==> src/srli_pkg.sv <==
// ----------------------------------------------------------------------------
// srli_pkg
// Shared types, sizes and codes for the ring log index unit.
// ----------------------------------------------------------------------------
package srli_pkg;

    // sizes
    localparam int SLOTS     = 64;
    localparam int VALUE_MAX = 32;
    localparam int IDX_W     = $clog2(SLOTS);
    localparam int CNT_W     = $clog2(SLOTS + 1);
    localparam int SLOT_FW   = 6;
    localparam int COUNT_FW  = 7;
    localparam int SEQ_W     = 32;
    localparam int MAP_W     = (IDX_W > SLOT_FW) ? IDX_W : SLOT_FW;

    localparam logic [CNT_W-1:0] SLOTS_CNT = CNT_W'(SLOTS);
    localparam logic [IDX_W-1:0] LAST_IDX  = IDX_W'(SLOTS - 1);

    // operation codes
    typedef enum logic [2:0] {
        OP_LOAD_BEGIN = 3'd0,
        OP_SCAN       = 3'd1,
        OP_LOAD_END   = 3'd2,
        OP_APPEND     = 3'd3,
        OP_READ       = 3'd4,
        OP_CLEAR      = 3'd5
    } op_t;

    // sequencer states
    typedef enum logic [3:0] {
        ST_IDLE,
        ST_INS_RD,
        ST_INS_CMP,
        ST_SHF_RD,
        ST_SHF_WR,
        ST_RD_DATA,
        ST_END_DATA,
        ST_DONE
    } core_state_t;

    // one map entry: sequence and physical slot of a logical position
    typedef struct packed {
        logic [SEQ_W-1:0] seq;
        logic [MAP_W-1:0] slot;
    } map_entry_t;

    // one input item
    typedef struct packed {
        logic [2:0]         operation;
        logic [5:0]         entry_index;
        logic [SEQ_W-1:0]   record_sequence;
        logic [SLOT_FW-1:0] record_slot;
        logic               record_ok;
        logic [7:0]         event_class;
        logic [7:0]         value_length;
        logic               storage_ok;
    } item_t;

    // one result item
    typedef struct packed {
        logic                success;
        logic [SLOT_FW-1:0]  slot;
        logic [SLOT_FW-1:0]  logical_position;
        logic [SEQ_W-1:0]    sequence_used;
        logic [COUNT_FW-1:0] entry_count;
        logic                log_exists;
        logic [SLOT_FW-1:0]  public_write_index;
    } result_t;

    // slot number plus one, wrapping at the ring size
    function automatic logic [IDX_W-1:0] slot_inc(input logic [IDX_W-1:0] s);
        logic [IDX_W-1:0] r;
        if (s == LAST_IDX)
        begin
            r = '0;
        end
        else
        begin
            r = s + 1'b1;
        end
        return r;
    endfunction

endpackage

==> src/srli_ram.sv <==
// ----------------------------------------------------------------------------
// srli_ram
// Simple dual-port memory: one write port, one read port, registered read.
// ----------------------------------------------------------------------------
module srli_ram #(
    parameter int WIDTH = 8,
    parameter int DEPTH = 64
) (
    input  logic                     clk,
    input  logic                     wr_en,
    input  logic [$clog2(DEPTH)-1:0] wr_addr,
    input  logic [WIDTH-1:0]         wr_data,
    input  logic                     rd_en,
    input  logic [$clog2(DEPTH)-1:0] rd_addr,
    output logic [WIDTH-1:0]         rd_data
);

    logic [WIDTH-1:0] mem [DEPTH];
    logic [WIDTH-1:0] rd_data_reg;

    // write port
    always_ff @(posedge clk)
    begin
        if (wr_en)
        begin
            mem[wr_addr] <= wr_data;
        end
    end

    // registered read port
    always_ff @(posedge clk)
    begin
        if (rd_en)
        begin
            rd_data_reg <= mem[rd_addr];
        end
    end

    assign rd_data = rd_data_reg;

endmodule

==> src/srli_core.sv <==
// ----------------------------------------------------------------------------
// srli_core
// Sequencer and index state: walks the map memory one entry per step with a
// single sequence comparator for sorted insert, full-log shift and lookups.
// ----------------------------------------------------------------------------
module srli_core (
    input  logic                        clk,
    input  logic                        rst_n,
    input  srli_pkg::item_t             item,
    input  logic                        accept,
    output logic                        ready,
    input  logic                        out_free,
    output logic                        done,
    output srli_pkg::result_t           result,
    output logic                        mem_wr_en,
    output logic [srli_pkg::IDX_W-1:0]  mem_wr_addr,
    output srli_pkg::map_entry_t        mem_wr_data,
    output logic                        mem_rd_en,
    output logic [srli_pkg::IDX_W-1:0]  mem_rd_addr,
    input  srli_pkg::map_entry_t        mem_rd_data
);

    import srli_pkg::*;

    core_state_t      state_reg, state_next;
    item_t            item_reg, item_next;
    logic [IDX_W-1:0] k_reg, k_next;

    logic [CNT_W-1:0] held_count_reg, held_count_next;
    logic [SEQ_W-1:0] next_sequence_reg, next_sequence_next;
    logic [IDX_W-1:0] write_slot_reg, write_slot_next;
    logic             exists_flag_reg, exists_flag_next;

    logic             res_success_reg, res_success_next;
    logic [MAP_W-1:0] res_slot_reg, res_slot_next;
    logic [IDX_W-1:0] res_pos_reg, res_pos_next;
    logic             res_appended_reg, res_appended_next;
    logic [SEQ_W-1:0] res_seq_reg, res_seq_next;

    logic             append_now;
    logic [IDX_W-1:0] append_pos;
    logic             count_full;
    logic             seq_greater;
    logic             append_ok;
    logic             scan_ok;
    logic             read_ok;
    logic [SEQ_W-1:0] seq_out;

    // sequence compare unit and request checks
    assign count_full  = (held_count_reg >= SLOTS_CNT);
    assign seq_greater = (mem_rd_data.seq > item_reg.record_sequence);
    assign append_ok   = (item.event_class != '0)
                         && (int'(item.value_length) <= VALUE_MAX)
                         && item.storage_ok;
    assign scan_ok     = item.record_ok && (int'(item.record_slot) < SLOTS) && !count_full;
    assign read_ok     = (int'(item.entry_index) < int'(held_count_reg))
                         && (int'(item.entry_index) < SLOTS);

    // state registers
    always_ff @(posedge clk or negedge rst_n)
    begin
        if (!rst_n)
        begin
            state_reg         <= ST_IDLE;
            held_count_reg    <= '0;
            next_sequence_reg <= '0;
            write_slot_reg    <= '0;
            exists_flag_reg   <= 1'b0;
        end
        else
        begin
            state_reg         <= state_next;
            held_count_reg    <= held_count_next;
            next_sequence_reg <= next_sequence_next;
            write_slot_reg    <= write_slot_next;
            exists_flag_reg   <= exists_flag_next;
        end
    end

    // item and result payload
    always_ff @(posedge clk)
    begin
        item_reg         <= item_next;
        k_reg            <= k_next;
        res_success_reg  <= res_success_next;
        res_slot_reg     <= res_slot_next;
        res_pos_reg      <= res_pos_next;
        res_appended_reg <= res_appended_next;
        res_seq_reg      <= res_seq_next;
    end

    // sequencer
    always_comb
    begin
        state_next         = state_reg;
        item_next          = item_reg;
        k_next             = k_reg;
        held_count_next    = held_count_reg;
        next_sequence_next = next_sequence_reg;
        write_slot_next    = write_slot_reg;
        exists_flag_next   = exists_flag_reg;
        res_success_next   = res_success_reg;
        res_slot_next      = res_slot_reg;
        res_pos_next       = res_pos_reg;
        res_appended_next  = res_appended_reg;
        res_seq_next       = res_seq_reg;
        mem_wr_en          = 1'b0;
        mem_wr_addr        = k_reg;
        mem_wr_data        = mem_rd_data;
        mem_rd_en          = 1'b0;
        mem_rd_addr        = k_reg;
        append_now         = 1'b0;
        append_pos         = k_reg;
        done               = 1'b0;

        case (state_reg)
            ST_IDLE:
            begin
                if (accept)
                begin
                    item_next         = item;
                    res_success_next  = 1'b0;
                    res_slot_next     = '0;
                    res_pos_next      = '0;
                    res_appended_next = 1'b0;
                    state_next        = ST_DONE;
                    case (op_t'(item.operation))
                        OP_LOAD_BEGIN:
                        begin
                            held_count_next    = '0;
                            next_sequence_next = '0;
                            write_slot_next    = '0;
                            exists_flag_next   = 1'b0;
                            res_success_next   = 1'b1;
                        end
                        OP_SCAN:
                        begin
                            if (scan_ok)
                            begin
                                k_next     = IDX_W'(held_count_reg);
                                state_next = ST_INS_RD;
                            end
                        end
                        OP_LOAD_END:
                        begin
                            res_success_next = 1'b1;
                            if (held_count_reg != '0)
                            begin
                                mem_rd_en   = 1'b1;
                                mem_rd_addr = IDX_W'(held_count_reg - 1'b1);
                                state_next  = ST_END_DATA;
                            end
                        end
                        OP_APPEND:
                        begin
                            if (append_ok)
                            begin
                                if (count_full)
                                begin
                                    k_next     = '0;
                                    state_next = ST_SHF_RD;
                                end
                                else
                                begin
                                    append_now      = 1'b1;
                                    append_pos      = IDX_W'(held_count_reg);
                                    held_count_next = held_count_reg + 1'b1;
                                end
                            end
                        end
                        OP_READ:
                        begin
                            if (read_ok)
                            begin
                                mem_rd_en   = 1'b1;
                                mem_rd_addr = IDX_W'(item.entry_index);
                                state_next  = ST_RD_DATA;
                            end
                        end
                        OP_CLEAR:
                        begin
                            if (item.storage_ok)
                            begin
                                held_count_next    = '0;
                                next_sequence_next = '0;
                                write_slot_next    = '0;
                                exists_flag_next   = 1'b0;
                                res_success_next   = 1'b1;
                            end
                        end
                        default:
                        begin
                            res_success_next = 1'b0;
                        end
                    endcase
                end
            end

            // fetch the entry below the hole, or drop the record at the bottom
            ST_INS_RD:
            begin
                if (k_reg == '0)
                begin
                    mem_wr_en        = 1'b1;
                    mem_wr_addr      = k_reg;
                    mem_wr_data.seq  = item_reg.record_sequence;
                    mem_wr_data.slot = MAP_W'(item_reg.record_slot);
                    held_count_next  = held_count_reg + 1'b1;
                    res_success_next = 1'b1;
                    state_next       = ST_DONE;
                end
                else
                begin
                    mem_rd_en   = 1'b1;
                    mem_rd_addr = k_reg - 1'b1;
                    state_next  = ST_INS_CMP;
                end
            end

            // larger sequences move up one place, equal ones stay below
            ST_INS_CMP:
            begin
                mem_wr_en   = 1'b1;
                mem_wr_addr = k_reg;
                if (seq_greater)
                begin
                    mem_wr_data = mem_rd_data;
                    k_next      = k_reg - 1'b1;
                    state_next  = ST_INS_RD;
                end
                else
                begin
                    mem_wr_data.seq  = item_reg.record_sequence;
                    mem_wr_data.slot = MAP_W'(item_reg.record_slot);
                    held_count_next  = held_count_reg + 1'b1;
                    res_success_next = 1'b1;
                    state_next       = ST_DONE;
                end
            end

            // full log: shift every entry down one place, then append on top
            ST_SHF_RD:
            begin
                if (k_reg == LAST_IDX)
                begin
                    append_now = 1'b1;
                    append_pos = LAST_IDX;
                    state_next = ST_DONE;
                end
                else
                begin
                    mem_rd_en   = 1'b1;
                    mem_rd_addr = k_reg + 1'b1;
                    state_next  = ST_SHF_WR;
                end
            end

            ST_SHF_WR:
            begin
                mem_wr_en   = 1'b1;
                mem_wr_addr = k_reg;
                mem_wr_data = mem_rd_data;
                k_next      = k_reg + 1'b1;
                state_next  = ST_SHF_RD;
            end

            // read lookup
            ST_RD_DATA:
            begin
                res_slot_next    = mem_rd_data.slot;
                res_success_next = 1'b1;
                state_next       = ST_DONE;
            end

            // newest entry sets sequence and write slot
            ST_END_DATA:
            begin
                next_sequence_next = mem_rd_data.seq + 1'b1;
                write_slot_next    = slot_inc(IDX_W'(mem_rd_data.slot));
                exists_flag_next   = 1'b1;
                state_next         = ST_DONE;
            end

            ST_DONE:
            begin
                if (out_free)
                begin
                    done       = 1'b1;
                    state_next = ST_IDLE;
                end
            end

            default:
            begin
                state_next = ST_IDLE;
            end
        endcase

        // common append commit
        if (append_now)
        begin
            mem_wr_en          = 1'b1;
            mem_wr_addr        = append_pos;
            mem_wr_data.seq    = next_sequence_reg;
            mem_wr_data.slot   = MAP_W'(write_slot_reg);
            res_slot_next      = MAP_W'(write_slot_reg);
            res_pos_next       = append_pos;
            res_seq_next       = next_sequence_reg;
            res_appended_next  = 1'b1;
            res_success_next   = 1'b1;
            exists_flag_next   = 1'b1;
            next_sequence_next = next_sequence_reg + 1'b1;
            write_slot_next    = slot_inc(write_slot_reg);
            state_next         = ST_DONE;
        end
    end

    // result fields
    assign seq_out = res_appended_reg ? res_seq_reg : next_sequence_reg;
    assign ready   = (state_reg == ST_IDLE);

    always_comb
    begin
        result.success            = res_success_reg;
        result.slot               = res_slot_reg[SLOT_FW-1:0];
        result.logical_position   = SLOT_FW'(res_pos_reg);
        result.sequence_used      = seq_out;
        result.entry_count        = COUNT_FW'(held_count_reg);
        result.log_exists         = exists_flag_reg;
        result.public_write_index = count_full ? '0 : SLOT_FW'(held_count_reg);
    end

`ifndef NO_ASSERTIONS
    // count never passes the ring size
    a_count_bound: assert property (@(posedge clk) disable iff (!rst_n)
        held_count_reg <= SLOTS_CNT)
        else $error("held count above ring size");

    // insert compare never runs at the bottom position
    a_ins_k: assert property (@(posedge clk) disable iff (!rst_n)
        state_reg == ST_INS_CMP |-> k_reg != '0)
        else $error("insert compare at position zero");

    // a delivered result always returns the sequencer to idle
    a_done_idle: assert property (@(posedge clk) disable iff (!rst_n)
        done |=> state_reg == ST_IDLE)
        else $error("sequencer not idle after result");

    // an item is only taken while idle, and work starts on the next cycle
    a_accept_leaves_idle: assert property (@(posedge clk) disable iff (!rst_n)
        accept |=> state_reg != ST_IDLE)
        else $error("accepted item produced no work");

    // the map only grows by one entry per item
    a_count_step: assert property (@(posedge clk) disable iff (!rst_n)
        held_count_reg != $past(held_count_reg) && held_count_reg != '0
        |-> held_count_reg == $past(held_count_reg) + 1'b1)
        else $error("held count jumped");
`endif

endmodule

==> src/sequenced_ring_log_index_unit.sv <==
// ----------------------------------------------------------------------------
// sequenced_ring_log_index_unit
// Logical-to-physical slot map of a ring log: sorted load, append, read,
// clear. The map lives in a small memory walked by one sequencer.
// ----------------------------------------------------------------------------
//
//   channel | direction | handshake           | payload
//   --------+-----------+---------------------+--------------------------------
//   in      | input     | in_valid / in_stall | operation .. storage_ok
//   out     | output    | out_valid/out_stall | success .. public_write_index
//
// one item at a time; in_stall is high from acceptance until its result is registered
// load begin, clear, rejected items, in-place append: straight to the result;
// read, non-empty load end: one map read first; scan insert: a read and a write per
// larger entry moved; full-log append, longest insert: walk the map one entry per step
// reset empties the map through the count register; no clearing pass
// a stalled result holds in the output register while the next item runs
//
module sequenced_ring_log_index_unit (
    input  logic        clk,
    input  logic        rst_n,

    input  logic        in_valid,
    output logic        in_stall,
    input  logic [2:0]  operation,
    input  logic [5:0]  entry_index,
    input  logic [31:0] record_sequence,
    input  logic [5:0]  record_slot,
    input  logic        record_ok,
    input  logic [7:0]  event_class,
    input  logic [7:0]  value_length,
    input  logic        storage_ok,

    output logic        out_valid,
    input  logic        out_stall,
    output logic        success,
    output logic [5:0]  slot,
    output logic [5:0]  logical_position,
    output logic [31:0] sequence_used,
    output logic [6:0]  entry_count,
    output logic        log_exists,
    output logic [5:0]  public_write_index
);

    import srli_pkg::*;

    item_t            item;
    result_t          core_result;
    result_t          result_reg;
    logic             out_valid_reg, out_valid_next;
    logic             core_ready;
    logic             core_done;
    logic             accept;
    logic             out_free;
    logic             mem_wr_en;
    logic [IDX_W-1:0] mem_wr_addr;
    map_entry_t       mem_wr_data;
    logic             mem_rd_en;
    logic [IDX_W-1:0] mem_rd_addr;
    map_entry_t       mem_rd_data;

    // input item
    always_comb
    begin
        item.operation       = operation;
        item.entry_index     = entry_index;
        item.record_sequence = record_sequence;
        item.record_slot     = record_slot;
        item.record_ok       = record_ok;
        item.event_class     = event_class;
        item.value_length    = value_length;
        item.storage_ok      = storage_ok;
    end

    assign in_stall = !core_ready;
    assign accept   = in_valid && core_ready;
    assign out_free = !out_valid_reg || !out_stall;

    // sequencer
    srli_core u_core (
        .clk         (clk),
        .rst_n       (rst_n),
        .item        (item),
        .accept      (accept),
        .ready       (core_ready),
        .out_free    (out_free),
        .done        (core_done),
        .result      (core_result),
        .mem_wr_en   (mem_wr_en),
        .mem_wr_addr (mem_wr_addr),
        .mem_wr_data (mem_wr_data),
        .mem_rd_en   (mem_rd_en),
        .mem_rd_addr (mem_rd_addr),
        .mem_rd_data (mem_rd_data)
    );

    // map memory
    srli_ram #(
        .WIDTH ($bits(map_entry_t)),
        .DEPTH (SLOTS)
    ) u_map_ram (
        .clk     (clk),
        .wr_en   (mem_wr_en),
        .wr_addr (mem_wr_addr),
        .wr_data (mem_wr_data),
        .rd_en   (mem_rd_en),
        .rd_addr (mem_rd_addr),
        .rd_data (mem_rd_data)
    );

    // output register
    always_comb
    begin
        out_valid_next = out_valid_reg;
        if (core_done)
        begin
            out_valid_next = 1'b1;
        end
        else if (!out_stall)
        begin
            out_valid_next = 1'b0;
        end
    end

    always_ff @(posedge clk or negedge rst_n)
    begin
        if (!rst_n)
        begin
            out_valid_reg <= 1'b0;
        end
        else
        begin
            out_valid_reg <= out_valid_next;
        end
    end

    always_ff @(posedge clk)
    begin
        if (core_done)
        begin
            result_reg <= core_result;
        end
    end

    assign out_valid          = out_valid_reg;
    assign success            = result_reg.success;
    assign slot               = result_reg.slot;
    assign logical_position   = result_reg.logical_position;
    assign sequence_used      = result_reg.sequence_used;
    assign entry_count        = result_reg.entry_count;
    assign log_exists         = result_reg.log_exists;
    assign public_write_index = result_reg.public_write_index;

endmodule

==> config.mk <==
export PLATFORM = sky130hd
export DESIGN_NAME = sequenced_ring_log_index_unit
export DESIGN_NICKNAME = d
export VERILOG_FILES = /design/src/srli_pkg.sv /design/src/srli_ram.sv /design/src/srli_core.sv /design/src/sequenced_ring_log_index_unit.sv
export SDC_FILE = /design/constraint.sdc
export NUM_CORES = 2
export LEC_CHECK = 0
export BUFFER_PORTS_ARGS = -buffer_cell sky130_fd_sc_hd__buf_2
export CAP_MARGIN = 40
export CORE_MARGIN = 5
export CORE_UTILIZATION = 54
export CTS_BUF_LIST = sky130_fd_sc_hd__clkbuf_4
export DETAILED_ROUTE_END_ITERATION = 12
export GPL_TIMING_DRIVEN = 0
export HOLD_SLACK_MARGIN = 0.1
export PLACE_DENSITY_LB_ADDON = 0.1
export SLEW_MARGIN = 20
export SYNTH_ARGS = -nofsm -noshare
export SYNTH_HDL_FRONTEND = slang
export SYNTH_SLANG_ARGS = --single-unit
==> constraint.sdc <==
create_clock -name clk -period 7.3 [get_ports clk]
set_input_delay 2.19 -clock clk [delete_from_list [all_inputs] [get_ports clk]]
set_output_delay 2.19 -clock clk [all_outputs]
set_load 0.02 [all_outputs]
==> flow_results.org <==
** STA
- In the finished design, the share of the clock period the worst path needs comes to 1.012.
- Max Slew Vio Count :: 0
- Unrepaired setup endpoints after global routing :: no
- Measured against its own limit, the worst slew margin works out to 0.1852.
- Final setup violation count :: 1
- Hold violation count in the final report :: 0
- Worst slew pin tran :: about 1200 ps
- Setup slack after layout :: -90.45 ps
- Achievable frequency :: around 0.14 GHz
- Minimum period implied by the final worst setup slack :: 7390 ps
- The clock arrives with approximately 140 ps of skew.

** Drt
- First-pass iteration count of the detailed router :: 6
- Total via count in the routed design :: 80450
- After detailed routing, the number of vias per cell comes to around 6.5.
- The detailed router finished its first iteration with 12180 violations.
- Post-detailed-route wirelength per cell :: 33.11 µm
- Post-route DRC :: 0
- For this block, the routed nets add up to 410100 µm of wire.
- The count of nets left with antenna violations once routing finished came out at 0.

** Global routing
- Wire length of the first global-routing pass :: 565600 µm
- The initial antenna violation count came to 40.
- Overall fraction of global-route tracks in use :: 0.3801
- Vias in the first global route :: 76020
- After global routing the overflow that remains totals 0.
- Pin count of the biggest net entering global routing :: 51

** Clocking
- TritonCTS clock tree :: yes
- Clk slew on worst S/H paths :: 70 ps
- Maximum count of clock buffers along a single path :: 4
- Clock buffer count from CTS :: 693
- The tree is rooted in a sky130_fd_sc_hd__clkbuf_4.
- H-tree depth reported by CTS :: 6
- Clock tree sinks :: 2669
- Clock latency on the worst-skew pair, taken at its later pin, is around 1500 ps.
- # hold bufs at CTS :: 0

** Placement
- Buffers placed on the I/O ports in this run total 126.
- Detailed placer's ending HPWL :: 298900 µm
- Weighted congestion at the end of routability-driven global placement :: 0.9881
- The number of placed instances, taps included, is 11180.
- OpenSTA, run right after detailed placement, puts the worst setup slack at -1233 ps.

** Outcome
- The flow ran to the end, but the final reports show violations.
- The final reports fail on negative setup slack.

** Setup path
- Most frequent CP cell :: sky130_fd_sc_hd__buf_2
- Number of buffers and inverters on the critical path :: 5
- Slowest stage delay, CP :: 870 ps
- Data on the critical path arrives at its endpoint at 8550 ps.
- Startpoint of the worst setup timing path :: in_valid
- Crit path max-delay family :: simple AND/OR/NAND/NOR gates
- Worst Path Required :: 8460 ps
- Critical-path top delay cell :: sky130_fd_sc_hd__nand4_1
- R2R Setup Slk :: 0 ps
- By startpoint and endpoint, the worst setup path is classified as in2reg.
- The worst setup path is launched from a primary input.
- Worst path cell trace :: buf_2 > nand3b_1 > inv_2 > o21ai_0 > o221a_2 > or2_2 > nand2_1 > buf_2 > buf_2 > buf_2 > nor2_1 > a211oi_2 > nand4_1 > o41ai_2
- STA classifies the critical path endpoint as a register.
- In this run the critical register-to-register path is launched from u_core.k_reg[1].
- Crit-path max FO :: 10

** Floorplan
- The initial utilization of the core area, before any placement, comes to 0.5427.
- The core region is 0.2023 mm².
- During I/O placement, the number of pins put on the boundary was 130.
- In this run the horizontal extent of the chip is 460.9 µm.
- Number of cell rows :: 165
- Die boundary height :: 460.9 µm
- The die covers about 0.21 mm².

** Run
- Max capacitance violation total :: 0

** Synthesis
- Sequential fraction of the synthesis area :: 0.7275
- The synthesized design contains 2617 enable-type register cells.
- The most used flip-flop cell after synthesis is sky130_fd_sc_hd__edfxtp_1.
- The share of synthesized area in the top cell type comes to 0.7157.
- Combined area of all synthesized cells :: around 0.11 mm²
- Share of flip-flops with an asynchronous set or reset :: 0.01873
- Total of flip-flops plus latches after synthesis :: 2669
- Yosys printed 0 warnings.
- Cell types occupying the most area after synthesis :: sky130_fd_sc_hd__edfxtp_1 (72%), sky130_fd_sc_hd__nand2_1 (4.5%), sky130_fd_sc_hd__a21oi_1 (1.9%)
- After synthesis, the netlist uses 91 different library cells.
- Biggest area consumer among synthesized cells :: sky130_fd_sc_hd__edfxtp_1
- Counting every net in the synthesized netlist gives around 8000.
- Mapped Cells :: between 8000 and 9000
- Mapped Avg Cell Area :: 13.59 µm²

** Final layout
- Area added between synthesis and finish :: 18.01%
- Commonest non-fill, non-tap cells in the layout :: sky130_fd_sc_hd__edfxtp_1 (2617), sky130_fd_sc_hd__nand2_1 (1305), sky130_fd_sc_hd__clkbuf_4 (1011)
- Post-Route Utilization :: 0.6405
- Non-filler cells, final :: 12390
- Leaving out fill and tap cells, the most frequent cell in the layout is sky130_fd_sc_hd__edfxtp_1.
- Final net count :: 9331
- Max reg flops :: 2432
- Proportion of layout cells with a drive suffix above 1 :: 0.2057

** Worst hold path
- Class of the worst hold path :: reg2reg
- Startpoint of the worst hold path :: u_core.res_pos_reg[0]
-- area by class of cell --
cell class	instances	area, µm²
Antenna cell	29	72.57
Buffer	582	2594
Clock buffer	1008	7567
Clock inverter	157	787.0
Fill cell	15290	72740
Inverter	55	206.4
Multi-Input combinational cell	4771	28260
Sequential cell	2669	79880
Tap cell	2672	3343
Timing Repair Buffer	443	6874
-- metrics by stage --
| step | setup TNS (ps) | instance area [µm²] | hold WS, ps |
|---|---|---|---|
| 3_5_place_dp | -497130 | 121000 | 405.4 |
| 5_1_grt | 0 | 129500 | 427.3 |
| 6_report | -90.45 | 129600 | 420.5 |
| 2_1_floorplan | 0 | 109800 | 400.3 |
| 4_1_cts | 0 | 129400 | 421.9 |
| 3_3_place_gp | - | 113800 | 413.2 |
-- what timing repair did --
item                                    in CTS  in global routing
buffers inserted                             0                  0
endpoints found under the setup margin      11                 16
pin swaps                                    2                  4
endpoints found under the hold margin        0                  0
gates resized for setup                      3                 15
-- cell families after synthesis --
group,after synthesis,synth area share
AOI/OAI and AO/OA,1837,0.1133
xor gates and xnor gates,38,0.003031
adders and majority gates,47,0.005356
buffers and inverters,637,0.02531
DFF,2669,0.7275
muxes,196,0.01897
and+or+nand+nor,2653,0.1065
-- synth_stat cells, types with 85 or more instances --
library cell / n
sky130_fd_sc_hd__or3_1: 85
sky130_fd_sc_hd__nand3_1: 221
sky130_fd_sc_hd__a211oi_1: 231
sky130_fd_sc_hd__edfxtp_1: 2617
sky130_fd_sc_hd__and3_1: 253
sky130_fd_sc_hd__nand2_1: 1306
sky130_fd_sc_hd__mux2_2: 87
sky130_fd_sc_hd__o21ai_0: 298
sky130_fd_sc_hd__clkbuf_1: 363
sky130_fd_sc_hd__buf_2: 150
sky130_fd_sc_hd__a21oi_1: 421
sky130_fd_sc_hd__nor2_1: 505
sky130_fd_sc_hd__mux2i_1: 108
sky130_fd_sc_hd__a31oi_1: 162
sky130_fd_sc_hd__nor3_1: 151
-- layer usage --
layer,share of wire,vias up,track usage
met5,0.00016,-,0
met4,0.075,10,0.2452
met3,0.13,1160,0.1075
met2,0.44,5929,0.5671
met1,0.35,39660,0.4920
li1,-,33690,-
-- worst register-to-register path, delay by kind of cell, from the launching register on --
family / cells / cell delay (ps)
flip-flops: 1 / 570
AO/OA/AOI/OAI: 7 / 2140
AND/OR/NAND/NOR: 5 / 1420
adder cells (fa/ha/maj): 2 / 690
buffers and inverters: 6 / 2150
-- final timing paths --
kind,to,cells after the start
min in group asynchronous,u_core.next_sequence_reg[8],1
hold reg to reg,logical_position[0],0
setup reg to reg,u_map_ram.rd_data[0],20
max in group asynchronous,u_core.held_count_reg[6],1
hold / removal,logical_position[0],0
setup / recovery,u_map_ram.rd_data[12],14
Power is left out: the tool's default activity adds up to more than one toggle a clock period on the data nets, which glitch-free logic cannot reach.
